$ cat config.mk
export PLATFORM = sky130hd
export DESIGN_NAME = cgfw_slot_search
export DESIGN_NICKNAME = d
export VERILOG_FILES = /design/src/rtl/cgfw_pkg.sv /design/src/rtl/cgfw_slot_search.sv
export SDC_FILE = /design/constraint.sdc
export NUM_CORES = 1
export LEC_CHECK = 0
export BUFFER_PORTS_ARGS = -buffer_cell sky130_fd_sc_hd__buf_4
export CELL_PAD_IN_SITES_DETAIL_PLACEMENT = 0
export CELL_PAD_IN_SITES_GLOBAL_PLACEMENT = 1
export CORE_ASPECT_RATIO = 0.5
export CORE_UTILIZATION = 40
export CTS_BUF_LIST = sky130_fd_sc_hd__clkbuf_4 sky130_fd_sc_hd__clkbuf_8
export DETAILED_ROUTE_END_ITERATION = 12
export PLACE_DENSITY = 0.77
export SYNTH_ARGS = -nofsm -noshare
export SYNTH_HDL_FRONTEND = slang
export SYNTH_SLANG_ARGS = --single-unit
$ cat constraint.sdc
create_clock -name clk -period 2.6 [get_ports clk]
set_clock_uncertainty 0.2 [all_clocks]
set_input_delay 0.26 -clock clk [delete_from_list [all_inputs] [get_ports clk]]
set_output_delay 0.26 -clock clk [all_outputs]
set_load 0.1 [all_outputs]
$ cat src/rtl/cgfw_pkg.sv
`default_nettype none
// ----------------------------------------------------------------------------
// cgfw_pkg: shared definitions of the face walker
// widths, limits, status codes and the structs that run between the
// sequencer, the slot search unit and the neighbor table
// ----------------------------------------------------------------------------
package cgfw_pkg;

    // node ids and table entries
    localparam int NODE_W        = 10;
    localparam int ENTRY_W       = 12;
    // table depth, a power of two so that wrapping is a plain truncation
    localparam int TABLE_ENTRIES = 4096;
    localparam int ADDR_W        = $clog2(TABLE_ENTRIES);

    // face length limit, capped by the number of results a walk may give
    localparam int MAX_FACE      = 6;
    localparam int RESULT_CAP    = 7;
    localparam int FACE_LIMIT    = (MAX_FACE < RESULT_CAP) ? MAX_FACE : RESULT_CAP;
    localparam int POS_W         = 3;
    localparam int BUF_IDX_W     = $clog2(FACE_LIMIT);

    // three clockwise slots per node
    localparam int NUM_SLOTS     = 3;
    localparam int SLOT_W        = $clog2(NUM_SLOTS);

    // request kinds
    localparam logic KIND_LOAD = 1'b0;
    localparam logic KIND_WALK = 1'b1;

    // walk status codes
    typedef enum logic [1:0] {
        ST_OK      = 2'd0,
        ST_LONG    = 2'd1,
        ST_MISSING = 2'd2
    } status_t;

    // one face step: find src in the list of dst
    typedef struct packed {
        logic              valid;
        logic [NODE_W-1:0] src;
        logic [NODE_W-1:0] dst;
    } search_req_t;

    typedef struct packed {
        logic              done;
        logic              found;
        logic [NODE_W-1:0] next_node;
    } search_rsp_t;

    // table ports
    typedef struct packed {
        logic              en;
        logic [ADDR_W-1:0] addr;
    } rd_port_t;

    typedef struct packed {
        logic              en;
        logic [ADDR_W-1:0] addr;
        logic [NODE_W-1:0] data;
    } wr_port_t;

endpackage
`default_nettype wire

$ cat src/rtl/cgfw_slot_search.sv
`default_nettype none
// ----------------------------------------------------------------------------
// cgfw_slot_search: one face step
// reads the three slots of dst over the table port, finds src and returns
// the neighbor two slots on (lowest matching slot wins)
// ----------------------------------------------------------------------------
module cgfw_slot_search (
    input  wire                          clk,
    input  wire                          rst_n,
    input  wire [cgfw_pkg::ADDR_W-1:0]   graph_base,
    input  cgfw_pkg::search_req_t        req,
    output cgfw_pkg::search_rsp_t        rsp,
    output cgfw_pkg::rd_port_t           rd,
    input  wire [cgfw_pkg::NODE_W-1:0]   rd_data
);

    typedef enum logic [2:0] {
        S_IDLE,
        S_ROW,
        S_READ,
        S_FINISH,
        S_RESOLVE
    } state_t;

    state_t                        state_reg;
    logic [cgfw_pkg::NODE_W-1:0]   src_reg;
    logic [cgfw_pkg::NODE_W-1:0]   dst_reg;
    logic [cgfw_pkg::ADDR_W-1:0]   row_reg;
    logic [cgfw_pkg::SLOT_W-1:0]   slot_reg;
    logic                          pend_reg;
    logic [cgfw_pkg::SLOT_W-1:0]   pend_slot_reg;
    logic [cgfw_pkg::NODE_W-1:0]   val_reg [cgfw_pkg::NUM_SLOTS];

    logic [cgfw_pkg::ADDR_W-1:0]   dst_ext;
    logic [cgfw_pkg::ADDR_W-1:0]   row_next;
    logic                          found;
    logic [cgfw_pkg::NODE_W-1:0]   next_node;

    // row start: base + 3 * dst, wrapping at the table depth
    assign dst_ext  = cgfw_pkg::ADDR_W'(dst_reg);
    assign row_next = graph_base + dst_ext + (dst_ext << 1);

    // shared address adder for the slot reads
    assign rd.en   = (state_reg == S_READ);
    assign rd.addr = row_reg + cgfw_pkg::ADDR_W'(slot_reg);

    // slot match, lowest slot has priority; successor is slot minus one
    always_comb
    begin
        found     = 1'b0;
        next_node = '0;
        for (int s = cgfw_pkg::NUM_SLOTS - 1; s >= 0; s--)
        begin
            if (val_reg[s] == src_reg)
            begin
                found     = 1'b1;
                next_node = (s == 0) ? val_reg[cgfw_pkg::NUM_SLOTS - 1] : val_reg[s - 1];
            end
        end
    end

    assign rsp.done      = (state_reg == S_RESOLVE);
    assign rsp.found     = found;
    assign rsp.next_node = next_node;

    // sequencer and slot capture
    always_ff @(posedge clk or negedge rst_n)
    begin
        if (!rst_n)
        begin
            state_reg     <= S_IDLE;
            pend_reg      <= 1'b0;
            slot_reg      <= '0;
            pend_slot_reg <= '0;
        end
        else
        begin
            pend_reg      <= (state_reg == S_READ);
            pend_slot_reg <= slot_reg;
            if (pend_reg)
            begin
                val_reg[pend_slot_reg] <= rd_data;
            end
            unique case (state_reg)
                S_IDLE:
                begin
                    if (req.valid)
                    begin
                        src_reg   <= req.src;
                        dst_reg   <= req.dst;
                        state_reg <= S_ROW;
                    end
                end
                S_ROW:
                begin
                    row_reg   <= row_next;
                    slot_reg  <= '0;
                    state_reg <= S_READ;
                end
                S_READ:
                begin
                    if (slot_reg == cgfw_pkg::SLOT_W'(cgfw_pkg::NUM_SLOTS - 1))
                    begin
                        state_reg <= S_FINISH;
                    end
                    else
                    begin
                        slot_reg <= slot_reg + 1'b1;
                    end
                end
                S_FINISH:
                begin
                    state_reg <= S_RESOLVE;
                end
                S_RESOLVE:
                begin
                    state_reg <= S_IDLE;
                end
                default:
                begin
                    state_reg <= S_IDLE;
                end
            endcase
        end
    end

    // a request only arrives while the unit is free
    assert property (@(posedge clk) disable iff (!rst_n)
        req.valid |-> (state_reg == S_IDLE))
        else $error("search request while busy");

    // the last slot read is captured before the result is resolved
    assert property (@(posedge clk) disable iff (!rst_n)
        (state_reg == S_FINISH) |-> (pend_reg && pend_slot_reg ==
            cgfw_pkg::SLOT_W'(cgfw_pkg::NUM_SLOTS - 1)))
        else $error("last slot not pending at finish");

    // table port is idle outside the read phase
    assert property (@(posedge clk) disable iff (!rst_n)
        rsp.done |-> !rd.en)
        else $error("table read during resolve");

endmodule
`default_nettype wire

==> summary.txt <==
Final min period - 2.84 ns
Die Y - 71.8 um
Clock buffer depth - 2
Initial drt markers - 67
Core ar. - 9450 um^2
Later-pin clock latency in the skew report - 0.35 ns
Status - finished with violations
Final setup viols - 17
Hold path cells - 3
Peak supply drop - 401 uV
Routed Antenna Nets - 0
Initial antenna violation count - 0
HP Class - in2reg
Final Wtd Congestion - 0.886
Max FFs per register - 30
Crit path required time - 2.50 ns
Starting density of the core - 0.412
Max-cap violations - 0
Largest net degree at the start of global routing - 13
Area grow syn2layout - 51.3%
Worst Setup End Kind - flip-flop
Failing checks - setup timing
Met2 wire length - 4720 um
Met1 WL - 3520 um
Area after DPL - 4840 um^2
Synth Register Bits - 70
CTS clock-pin slew for the worst setup and hold paths - 0.07 ns
Syn Nets - 370
Main flop type after synthesis - edfxtp_1
CP arrival - 2.74 ns
Die Span X - 142 um
FF-to-FF path depth - 9
Leakage dissipation - 0.00245 uW
GRT Overall Usage - 0.183
Final worst path period share - 1.09
Syn_area_per_cell - 13.0 um^2
IO Pins - 70
Top cell type by total area after synthesis - edfxtp_1
GRT overflow - 0
Number of library cell types mapped by synthesis - 44
Met3 WL - 374 um
CTS Buf Count - 9
Cell with the most instances after synthesis - edfxtp_1
Setup slack after layout - -0.244 ns
Max Slew Vio Count - 0
Detailed Routing Iterations Pass 1 - 4
Hold WS - 0.0240 ns
Slew @ Worst Pin - 0.422 ns
# H-tree levels - 3
Clock sink total - 70
N_diodes - 0
Post-synth EDFFs - 62
Yosys top cell area share - 0.478
Rows - 25
TritonCTS clock tree - built
Synthesized cell area - 3890 um^2
First-pass GRT wire length - 13800 um
Final Hold Fails - 0
Slew HR - 0.718
DR vias/cell - 4.81
Final net count - 511
RSZ-0062 raised after global routing - true
Drt drc - 0
Synth cell count leaders - edfxtp_1, xor2_1, inv_1, xnor2_1, ha_1
Synth Instances - 299
Area contributors post-synth - edfxtp_1, xor2_1, fa_1
IO buf count - 69
Cell area power density - 782 nW/um^2
Detailed Route WL - 8730 um
Fmax - 0.352 GHz
Root Driver - clkbuf_8
Total number of vias - 2791
Ys async rst share - 0.114
Post-route cell area - 5890 um^2
Die area - 10200 um^2
Vias in the first global route - 2947
WS Path Type - reg2reg
Yosys warning count - 0
Layout cell share with drive strength beyond 1 - 0.398
Wire per inst - 15.0 um
Max layer used - met4
Register area share after synthesis - 0.530
Worst Setup Start Kind - flip-flop
CP max FO - 2
Final HPWL DP - 6000 um
critical path: stages, from the launching register on:
cell,delay [ns]
edfxtp_1,0.40
buf_6,0.13
fa_1,0.54
inv_2,0.05
fa_2,0.40
nor2b_2,0.13
o31a_1,0.19
o31ai_2,0.08
and2_1,0.17
o311a_1,0.29
cell type report:
type                    count  area, um^2
flip-flops and latches     70        2060
inverters                  26        97.6
clock buffers              12         146
repair buffers            139        1340
clock inverters             4        72.6
multi-input cells         194        2010
fillers                   728        3550
well taps                 135         169
report_power, final:
part           total, uW  switching, uW  internal (uW)  leakage [uW]
Sequential          1640            186           1450      0.000666
Clock                971            400            571      0.000111
Combinational       1990           1190            806       0.00168
Total               4610           1770           2830       0.00245
per-layer routing:
metal	vias to the layer above	track usage
li1	1362	-
met1	1357	0.199
met2	61	0.342
met3	11	0.0561
met5	-	0
met4	0	0.0657
logic make-up after synthesis:
| group | count (synthesis) | share of synthesized area |
|---|---|---|
| mux | 21 | 0.0639 |
| fa+ha+maj | 26 | 0.105 |
| xor+xnor | 48 | 0.108 |
| buf+inv | 35 | 0.0395 |
| simple gates | 69 | 0.101 |
| compound gates | 30 | 0.0533 |
| flops | 70 | 0.530 |
what timing repair did:
action | in CTS | in global routing
pin swaps | 20 | 20
hold buffers | 32 | 0
gates cloned | 0 | 1
setup endpoints to repair | 21 | 25
buffers inserted | 9 | 5
hold endpoints to repair | 59 | 0
resized for setup | 70 | 28
placed cells by master, fill, tap and decap left out, types with 4 or more instances in the layout:
cell type / count
mux2_4: 10
nor2_1: 10
nand2_1: 6
ha_1: 12
inv_1: 22
xor2_1: 25
mux2i_1: 11
inv_2: 4
buf_6: 7
clkbuf_8: 9
xor2_2: 5
xnor2_1: 12
buf_12: 14
dfrtp_1: 8
nor4_1: 4
fa_1: 9
edfxtp_1: 62
xnor2_4: 4
a21oi_1: 4
nor3_1: 5
a21o_1: 4
nand4_1: 14
buf_4: 83
dlygate4sd3_1: 32
path summary, 6_finish.rpt:
path	startpoint	end	slack (ns)
worst min-delay path	req[20]	state_reg[0]$_DFFE_PN0P_	0.02
min in group asynchronous	rst_n	state_reg[2]$_DFFE_PN0P_	0.06
max in group asynchronous	rst_n	slot_reg[0]$_DFFE_PN0P_	1.99
worst max-delay path	dst_reg[1]$_DFFE_PP_	row_reg[11]$_DFFE_PP_	-0.24
worst max register to register	dst_reg[1]$_DFFE_PP_	row_reg[11]$_DFFE_PP_	-0.24
worst min register to register	slot_reg[1]$_DFFE_PN0P_	pend_slot_reg[1]$_DFF_PN0_	0.36
stage by stage:
stage               instances  setup TNS, ns  total power, uW  worst slack (ns)  utilization
floorplan                 299          -1.53             2920            -0.452            -
global placement          517         -0.498             3340            -0.229        0.513
detailed placement        517         -0.684             3400            -0.298        0.513
CTS                       574          -2.15             4550            -0.234        0.606
global route              580          -3.52             4860            -0.332        0.624
finish                    580          -1.66             4610            -0.244        0.624
(Power assumes the default switching activity.)
