`src/rtl/cgfw_pkg.sv`:
```
`default_nettype none
// ----------------------------------------------------------------------------
// cgfw_pkg: shared definitions of the face walker
// widths, limits, status codes and the structs that run between the
// sequencer, the slot search unit and the neighbor table
// ----------------------------------------------------------------------------
package cgfw_pkg;

    // node ids and table entries
    localparam int NODE_W        = 10;
    localparam int ENTRY_W       = 12;
    // table depth, a power of two so that wrapping is a plain truncation
    localparam int TABLE_ENTRIES = 4096;
    localparam int ADDR_W        = $clog2(TABLE_ENTRIES);

    // face length limit, capped by the number of results a walk may give
    localparam int MAX_FACE      = 6;
    localparam int RESULT_CAP    = 7;
    localparam int FACE_LIMIT    = (MAX_FACE < RESULT_CAP) ? MAX_FACE : RESULT_CAP;
    localparam int POS_W         = 3;
    localparam int BUF_IDX_W     = $clog2(FACE_LIMIT);

    // three clockwise slots per node
    localparam int NUM_SLOTS     = 3;
    localparam int SLOT_W        = $clog2(NUM_SLOTS);

    // request kinds
    localparam logic KIND_LOAD = 1'b0;
    localparam logic KIND_WALK = 1'b1;

    // walk status codes
    typedef enum logic [1:0] {
        ST_OK      = 2'd0,
        ST_LONG    = 2'd1,
        ST_MISSING = 2'd2
    } status_t;

    // one face step: find src in the list of dst
    typedef struct packed {
        logic              valid;
        logic [NODE_W-1:0] src;
        logic [NODE_W-1:0] dst;
    } search_req_t;

    typedef struct packed {
        logic              done;
        logic              found;
        logic [NODE_W-1:0] next_node;
    } search_rsp_t;

    // table ports
    typedef struct packed {
        logic              en;
        logic [ADDR_W-1:0] addr;
    } rd_port_t;

    typedef struct packed {
        logic              en;
        logic [ADDR_W-1:0] addr;
        logic [NODE_W-1:0] data;
    } wr_port_t;

endpackage
`default_nettype wire

```
`src/rtl/cgfw_walker.sv`:
```
`default_nettype none
// ----------------------------------------------------------------------------
// cgfw_walker: walk sequencer
// takes walk requests, steps around the face through the slot search unit,
// keeps the node list and the smallest-source arc, then sends the results
// ----------------------------------------------------------------------------
module cgfw_walker (
    input  wire                          clk,
    input  wire                          rst_n,
    input  wire                          in_valid,
    output logic                         in_ready,
    input  wire                          kind,
    input  wire [cgfw_pkg::NODE_W-1:0]   arc_from,
    input  wire [cgfw_pkg::NODE_W-1:0]   arc_to,
    output cgfw_pkg::search_req_t        search_req,
    input  cgfw_pkg::search_rsp_t        search_rsp,
    output logic                         out_valid,
    input  wire                          out_ready,
    output logic [cgfw_pkg::NODE_W-1:0]  face_node,
    output logic [cgfw_pkg::POS_W-1:0]   position,
    output logic                         last,
    output logic [cgfw_pkg::POS_W-1:0]   face_length,
    output logic [cgfw_pkg::NODE_W-1:0]  min_from,
    output logic [cgfw_pkg::NODE_W-1:0]  min_to,
    output logic [1:0]                   status
);

    typedef enum logic [1:0] {
        W_IDLE,
        W_CHECK,
        W_SEARCH,
        W_EMIT
    } state_t;

    state_t                        state_reg;
    logic [cgfw_pkg::NODE_W-1:0]   from_reg;
    logic [cgfw_pkg::NODE_W-1:0]   to_reg;
    logic [cgfw_pkg::NODE_W-1:0]   start_reg;
    logic [cgfw_pkg::NODE_W-1:0]   best_from_reg;
    logic [cgfw_pkg::NODE_W-1:0]   best_to_reg;
    logic [cgfw_pkg::POS_W-1:0]    count_reg;
    logic [cgfw_pkg::POS_W-1:0]    emit_idx_reg;
    cgfw_pkg::status_t             status_reg;
    logic [cgfw_pkg::NODE_W-1:0]   node_buf_reg [cgfw_pkg::FACE_LIMIT];

    logic                          walk_take;
    logic                          closed;
    logic                          at_limit;
    logic                          fin;
    logic                          ok_fin;
    logic                          out_take;

    assign in_ready  = (state_reg == W_IDLE);
    assign walk_take = in_valid && in_ready && (kind == cgfw_pkg::KIND_WALK);
    assign closed    = (to_reg == start_reg);
    assign at_limit  = (count_reg >= cgfw_pkg::POS_W'(cgfw_pkg::FACE_LIMIT));

    // step request to the search unit
    assign search_req.valid = (state_reg == W_CHECK) && !closed && !at_limit;
    assign search_req.src   = from_reg;
    assign search_req.dst   = to_reg;

    // result fields from the node list
    assign out_valid   = (state_reg == W_EMIT);
    assign out_take    = out_valid && out_ready;
    assign fin         = ((emit_idx_reg + 1'b1) == count_reg);
    assign ok_fin      = fin && (status_reg == cgfw_pkg::ST_OK);
    assign face_node   = node_buf_reg[emit_idx_reg[cgfw_pkg::BUF_IDX_W-1:0]];
    assign position    = emit_idx_reg;
    assign last        = fin;
    assign face_length = ok_fin ? count_reg : '0;
    assign min_from    = ok_fin ? best_from_reg : '0;
    assign min_to      = ok_fin ? best_to_reg : '0;
    assign status      = fin ? status_reg : cgfw_pkg::ST_OK;

    // sequencer
    always_ff @(posedge clk or negedge rst_n)
    begin
        if (!rst_n)
        begin
            state_reg     <= W_IDLE;
            from_reg      <= '0;
            to_reg        <= '0;
            start_reg     <= '0;
            best_from_reg <= '0;
            best_to_reg   <= '0;
            count_reg     <= '0;
            emit_idx_reg  <= '0;
            status_reg    <= cgfw_pkg::ST_OK;
        end
        else
        begin
            unique case (state_reg)
                W_IDLE:
                begin
                    if (walk_take)
                    begin
                        from_reg        <= arc_from;
                        to_reg          <= arc_to;
                        start_reg       <= arc_from;
                        best_from_reg   <= arc_from;
                        best_to_reg     <= arc_to;
                        node_buf_reg[0] <= arc_from;
                        count_reg       <= cgfw_pkg::POS_W'(1);
                        status_reg      <= cgfw_pkg::ST_OK;
                        state_reg       <= W_CHECK;
                    end
                end
                W_CHECK:
                begin
                    if (closed)
                    begin
                        emit_idx_reg <= '0;
                        state_reg    <= W_EMIT;
                    end
                    else if (at_limit)
                    begin
                        status_reg   <= cgfw_pkg::ST_LONG;
                        emit_idx_reg <= '0;
                        state_reg    <= W_EMIT;
                    end
                    else
                    begin
                        state_reg <= W_SEARCH;
                    end
                end
                W_SEARCH:
                begin
                    if (search_rsp.done)
                    begin
                        if (search_rsp.found)
                        begin
                            node_buf_reg[count_reg[cgfw_pkg::BUF_IDX_W-1:0]] <= to_reg;
                            count_reg <= count_reg + 1'b1;
                            from_reg  <= to_reg;
                            to_reg    <= search_rsp.next_node;
                            if (to_reg < best_from_reg)
                            begin
                                best_from_reg <= to_reg;
                                best_to_reg   <= search_rsp.next_node;
                            end
                            state_reg <= W_CHECK;
                        end
                        else
                        begin
                            status_reg   <= cgfw_pkg::ST_MISSING;
                            emit_idx_reg <= '0;
                            state_reg    <= W_EMIT;
                        end
                    end
                end
                W_EMIT:
                begin
                    if (out_take)
                    begin
                        if (fin)
                        begin
                            state_reg <= W_IDLE;
                        end
                        else
                        begin
                            emit_idx_reg <= emit_idx_reg + 1'b1;
                        end
                    end
                end
                default:
                begin
                    state_reg <= W_IDLE;
                end
            endcase
        end
    end

    // no new request is taken while results are pending
    assert property (@(posedge clk) disable iff (!rst_n)
        !(in_ready && out_valid))
        else $error("input ready while results pending");

    // a good final result reports the node count it ends on
    assert property (@(posedge clk) disable iff (!rst_n)
        (out_valid && last && status == cgfw_pkg::ST_OK) |->
            (face_length == position + 1'b1))
        else $error("face length does not match final position");

    // only the final result carries a nonzero status
    assert property (@(posedge clk) disable iff (!rst_n)
        (out_valid && !last) |-> (status == cgfw_pkg::ST_OK && face_length == '0))
        else $error("status or length on a non-final result");

    // the node count never passes the face limit
    assert property (@(posedge clk) disable iff (!rst_n)
        count_reg <= cgfw_pkg::POS_W'(cgfw_pkg::FACE_LIMIT))
        else $error("node count beyond face limit");

endmodule
`default_nettype wire

```
`config.mk`:
```
export PLATFORM = sky130hd
export DESIGN_NAME = cgfw_walker
export DESIGN_NICKNAME = d
export VERILOG_FILES = /design/src/rtl/cgfw_pkg.sv /design/src/rtl/cgfw_walker.sv
export SDC_FILE = /design/constraint.sdc
export NUM_CORES = 1
export LEC_CHECK = 0
export ABC_AREA = 1
export BUFFER_PORTS_ARGS = -buffer_cell sky130_fd_sc_hd__buf_2
export CAP_MARGIN = 15
export CELL_PAD_IN_SITES_DETAIL_PLACEMENT = 2
export CELL_PAD_IN_SITES_GLOBAL_PLACEMENT = 2
export CORE_MARGIN = 1
export CORE_UTILIZATION = 34
export CTS_CLUSTER_DIAMETER = 40
export DETAILED_ROUTE_END_ITERATION = 12
export GPL_TIMING_DRIVEN = 1
export PLACE_DENSITY = 0.83
export SETUP_SLACK_MARGIN = 0.1
export SLEW_MARGIN = 20
export SYNTH_ARGS = -nofsm -noshare
export SYNTH_HDL_FRONTEND = slang
export SYNTH_SLANG_ARGS = --single-unit
export TNS_END_PERCENT = 10
```
`constraint.sdc`:
```
create_clock -name clk -period 2.85 [get_ports clk]
set_input_delay 0.57 -clock clk [delete_from_list [all_inputs] [get_ports clk]]
set_output_delay 0.57 -clock clk [all_outputs]
set_load 0.1 [all_outputs]
```
==> results.json <==
{
  "max_stage_delay_ns": 0.51,
  "place_area_sq_um": 7268,
  "post-dp-hpwl_microns": 14280,
  "critPathRequiredTime_ns": 2.28,
  "die_h_microns": 133.1,
  "violations": "negative setup slack",
  "crit_type": "register to output port",
  "routed_wl_microns": 20880,
  "synth_area_per_cell_sq_um": 8.828,
  "core_sq_um": 16700,
  "cts_buffers": 17,
  "ir_worst_vdd_uv": 937.7,
  "rsz0062_at_grt": "yes",
  "synth_edf_count": 60,
  "grt_pass1_vias": 5880,
  "synth_most_common_cell": "nand2_1",
  "p_leak_nw": 3.572,
  "io-pin-count": 99,
  "status": "finished with violations",
  "critPathSlowestCell": "dfrtp_4",
  "syn_inst": 662,
  "path_max_fanout": 11,
  "clock_tree.root_cell": "clkbuf_16",
  "clock-sinks": 120,
  "syn-num-nets": 711,
  "htree_num_levels": 4,
  "grt_pass1_wl_microns": 32910,
  "fin_cells": 1003,
  "top_layer": "met4",
  "ys.flop_type": "edfxtp_1",
  "tightest_slew_ns": 0.7542,
  "via_per_inst": 5.082,
  "antenna_found_initial": 0,
  "dieArea_sq_um": 17720,
  "clockBufferDepth": 2,
  "hold_buffers": 0,
  "synth_top_area_share_pct": 30.83,
  "hold_viol_final": 0,
  "setup_viol": 22,
  "finalWeightedCongestion": 0.7828,
  "wl_per_cell_microns": 20.81,
  "drv_slew": 0,
  "final_area_sq_um": 7944,
  "fmax_mhz": 338.7,
  "synthArstFlopShare_pct": 50.00,
  "layout_setup_ws_ns": -0.1029,
  "r2r_setup_slack_ns": 0.55,
  "die-width_microns": 133.1,
  "clkTransAtPathRegs_ns": 0.06,
  "worstPathCellList": "ha_4 -> xor2_1 -> a21oi_2 -> nand2_2 -> inv_8 -> nand3_4 -> buf_16 -> nor2_4 -> buf_12",
  "worstSkewPairLatency_ns": 0.42,
  "postRouteAntennaNets": 0,
  "via_count": 5097,
  "synth_area_leaders": "edfxtp_1 (31%), dfrtp_1 (26%), nand2_1 (15%)",
  "met2_length_microns": 11080,
  "synth-seq-area-share_pct": 56.52,
  "start_util_pct": 34.99,
  "max-cap-violations": 0,
  "path_buf_inv": 3,
  "ys_types": 34,
  "hold_ws_ns": 0.03395,
  "fp-row-count": 47,
  "fillCellCount": 1813,
  "crit_path_end_kind": "output port",
  "nNetsFinal": 819,
  "synth-seq-cells": 120,
  "timing.final.crit_share_pct": 103.6,
  "synth_common_cells": "nand2_1 (228), dfrtp_1 (60), edfxtp_1 (60)",
  "drc_errors": 0,
  "met1_length_microns": 8628,
  "grt-ovfl-total": 0,
  "antennaDiodeCount": 0,
  "crit_family": "flip-flops",
  "drive_above_1_share_pct": 27.59,
  "port_buffers": 98,
  "grt_start_max_net_pins": 55,
  "max_slew_margin_pct": 49.72,
  "area_growth_pct": 35.92,
  "firstDrtPassIters": 4,
  "hold_class": "input pin to async pin",
  "dp_cells": 966,
  "p_per_area_nw_per_um2": 1361,
  "first_iter_violations": 220,
  "dr_wl_met3_microns": 663,
  "yosysWarnings": 0,
  "finish.utilization_pct": 47.57,
  "finClkSkew_ns": 0.007172,
  "tritoncts": "built",
  "cp.arrival_ns": 2.38,
  "synth_top_area_cell": "edfxtp_1",
  "fin_crit_ns": 2.953,
  "syn_area_sq_um": 5844,
  "largest_reg_flops": 60,
  "start_kind": "register",
  "grtUsageTotal_pct": 24.84
}
report_power, final:
| part | switching [mW] | total, mW | internal [mW] |
|---|---|---|---|
| Sequential | 0.373 | 2.64 | 2.26 |
| Clock | 0.792 | 2.07 | 1.27 |
| Combinational | 4.59 | 6.11 | 1.52 |
| Total | 5.75 | 10.8 | 5.06 |
area by class of cell:
type | count | area [sq um] | area share, %
flip-flops and latches | 120 | 3312 | 41.69
multi-input cells | 446 | 2409 | 30.32
repair buffers | 119 | 1129 | 14.21
clock buffers | 19 | 432.9 | 5.450
well taps | 220 | 275.3 | 3.465
inverters | 66 | 255.2 | 3.213
clock inverters | 13 | 131.4 | 1.654
worst register-to-register path: stages (launching register included):
cell,delay (ns)
dfrtp_1,0.46
inv_2,0.14
nand2_2,0.08
nor2_4,0.11
nand2_2,0.11
inv_2,0.11
nand2_2,0.12
nor2_1,0.26
nand3_1,0.13
inv_1,0.42
metal layers:
metal	vias to the layer above	track usage, %
met3	35	4.262
met5	-	0
li1	2379	-
met1	2564	28.96
met2	119	45.08
met4	0	10.10
cell usage in the layout, fill, tap and decap left out, types with 3 or more instances in the layout:
master,count
nand2_1,225
buf_2,61
edfxtp_1,60
inv_1,57
dfrtp_1,57
o21ai_0,32
nand3_1,32
buf_4,28
buf_12,28
nor2_4,27
nor2_1,26
o21ai_1,22
clkbuf_16,18
a21oi_1,17
ha_1,11
a32o_1,10
o22ai_2,10
inv_2,8
nand2_2,8
clkinvlp_4,7
nor3_1,3
nand4_1,3
clkinv_2,3
final timing paths:
check | startpoint | endpoint | cells past startpoint
min in group clk | arc_from[4] | start_reg[4]$_DFFE_PN0P_ | 3
min | rst_n | count_reg[0]$_DFFE_PN0P_ | 1
max in group asynchronous | rst_n | state_reg[0]$_DFFE_PN0P_ | 2
min reg2reg | from_reg[7]$_DFFE_PN0P_ | from_reg[7]$_DFFE_PN0P_ | 2
max reg2reg | state_reg[0]$_DFFE_PN0P_ | node_buf_reg[2][1]$_DFFE_PP_ | 9
max | position[0]$_DFFE_PN0P_ | min_to[8] | 9
kinds of logic (layout without fill, tap and decap cells):
group / Yosys count / count (layout) / share of synthesized area, %
xor+xnor: 4 / 4 / 0.5996
buf+inv: 96 / 217 / 7.172
compound gates: 99 / 99 / 9.934
flops: 120 / 120 / 56.52
simple gates: 331 / 331 / 23.21
fa+ha+maj: 12 / 12 / 2.569
repair_timing:
action                     4_1_cts  5_1_grt
setup endpoints to repair       33       30
buffers inserted                 2        2
cloned                           0        1
resized for setup               12        6
pin swaps                        1        2
stage by stage:
step / setup slack (ns) / power, mW / TNS (ns)
floorplan: -0.1245 / 7.010 / -2.393
global placement: 0.3279 / 8.219 / 0
detailed placement: 0.1884 / 8.492 / 0
CTS: -0.1224 / 10.79 / -1.958
global route: -0.2000 / 11.33 / -3.896
finish: -0.1029 / 10.81 / -1.771
No activity file was read; power rests on OpenSTA's default activity.
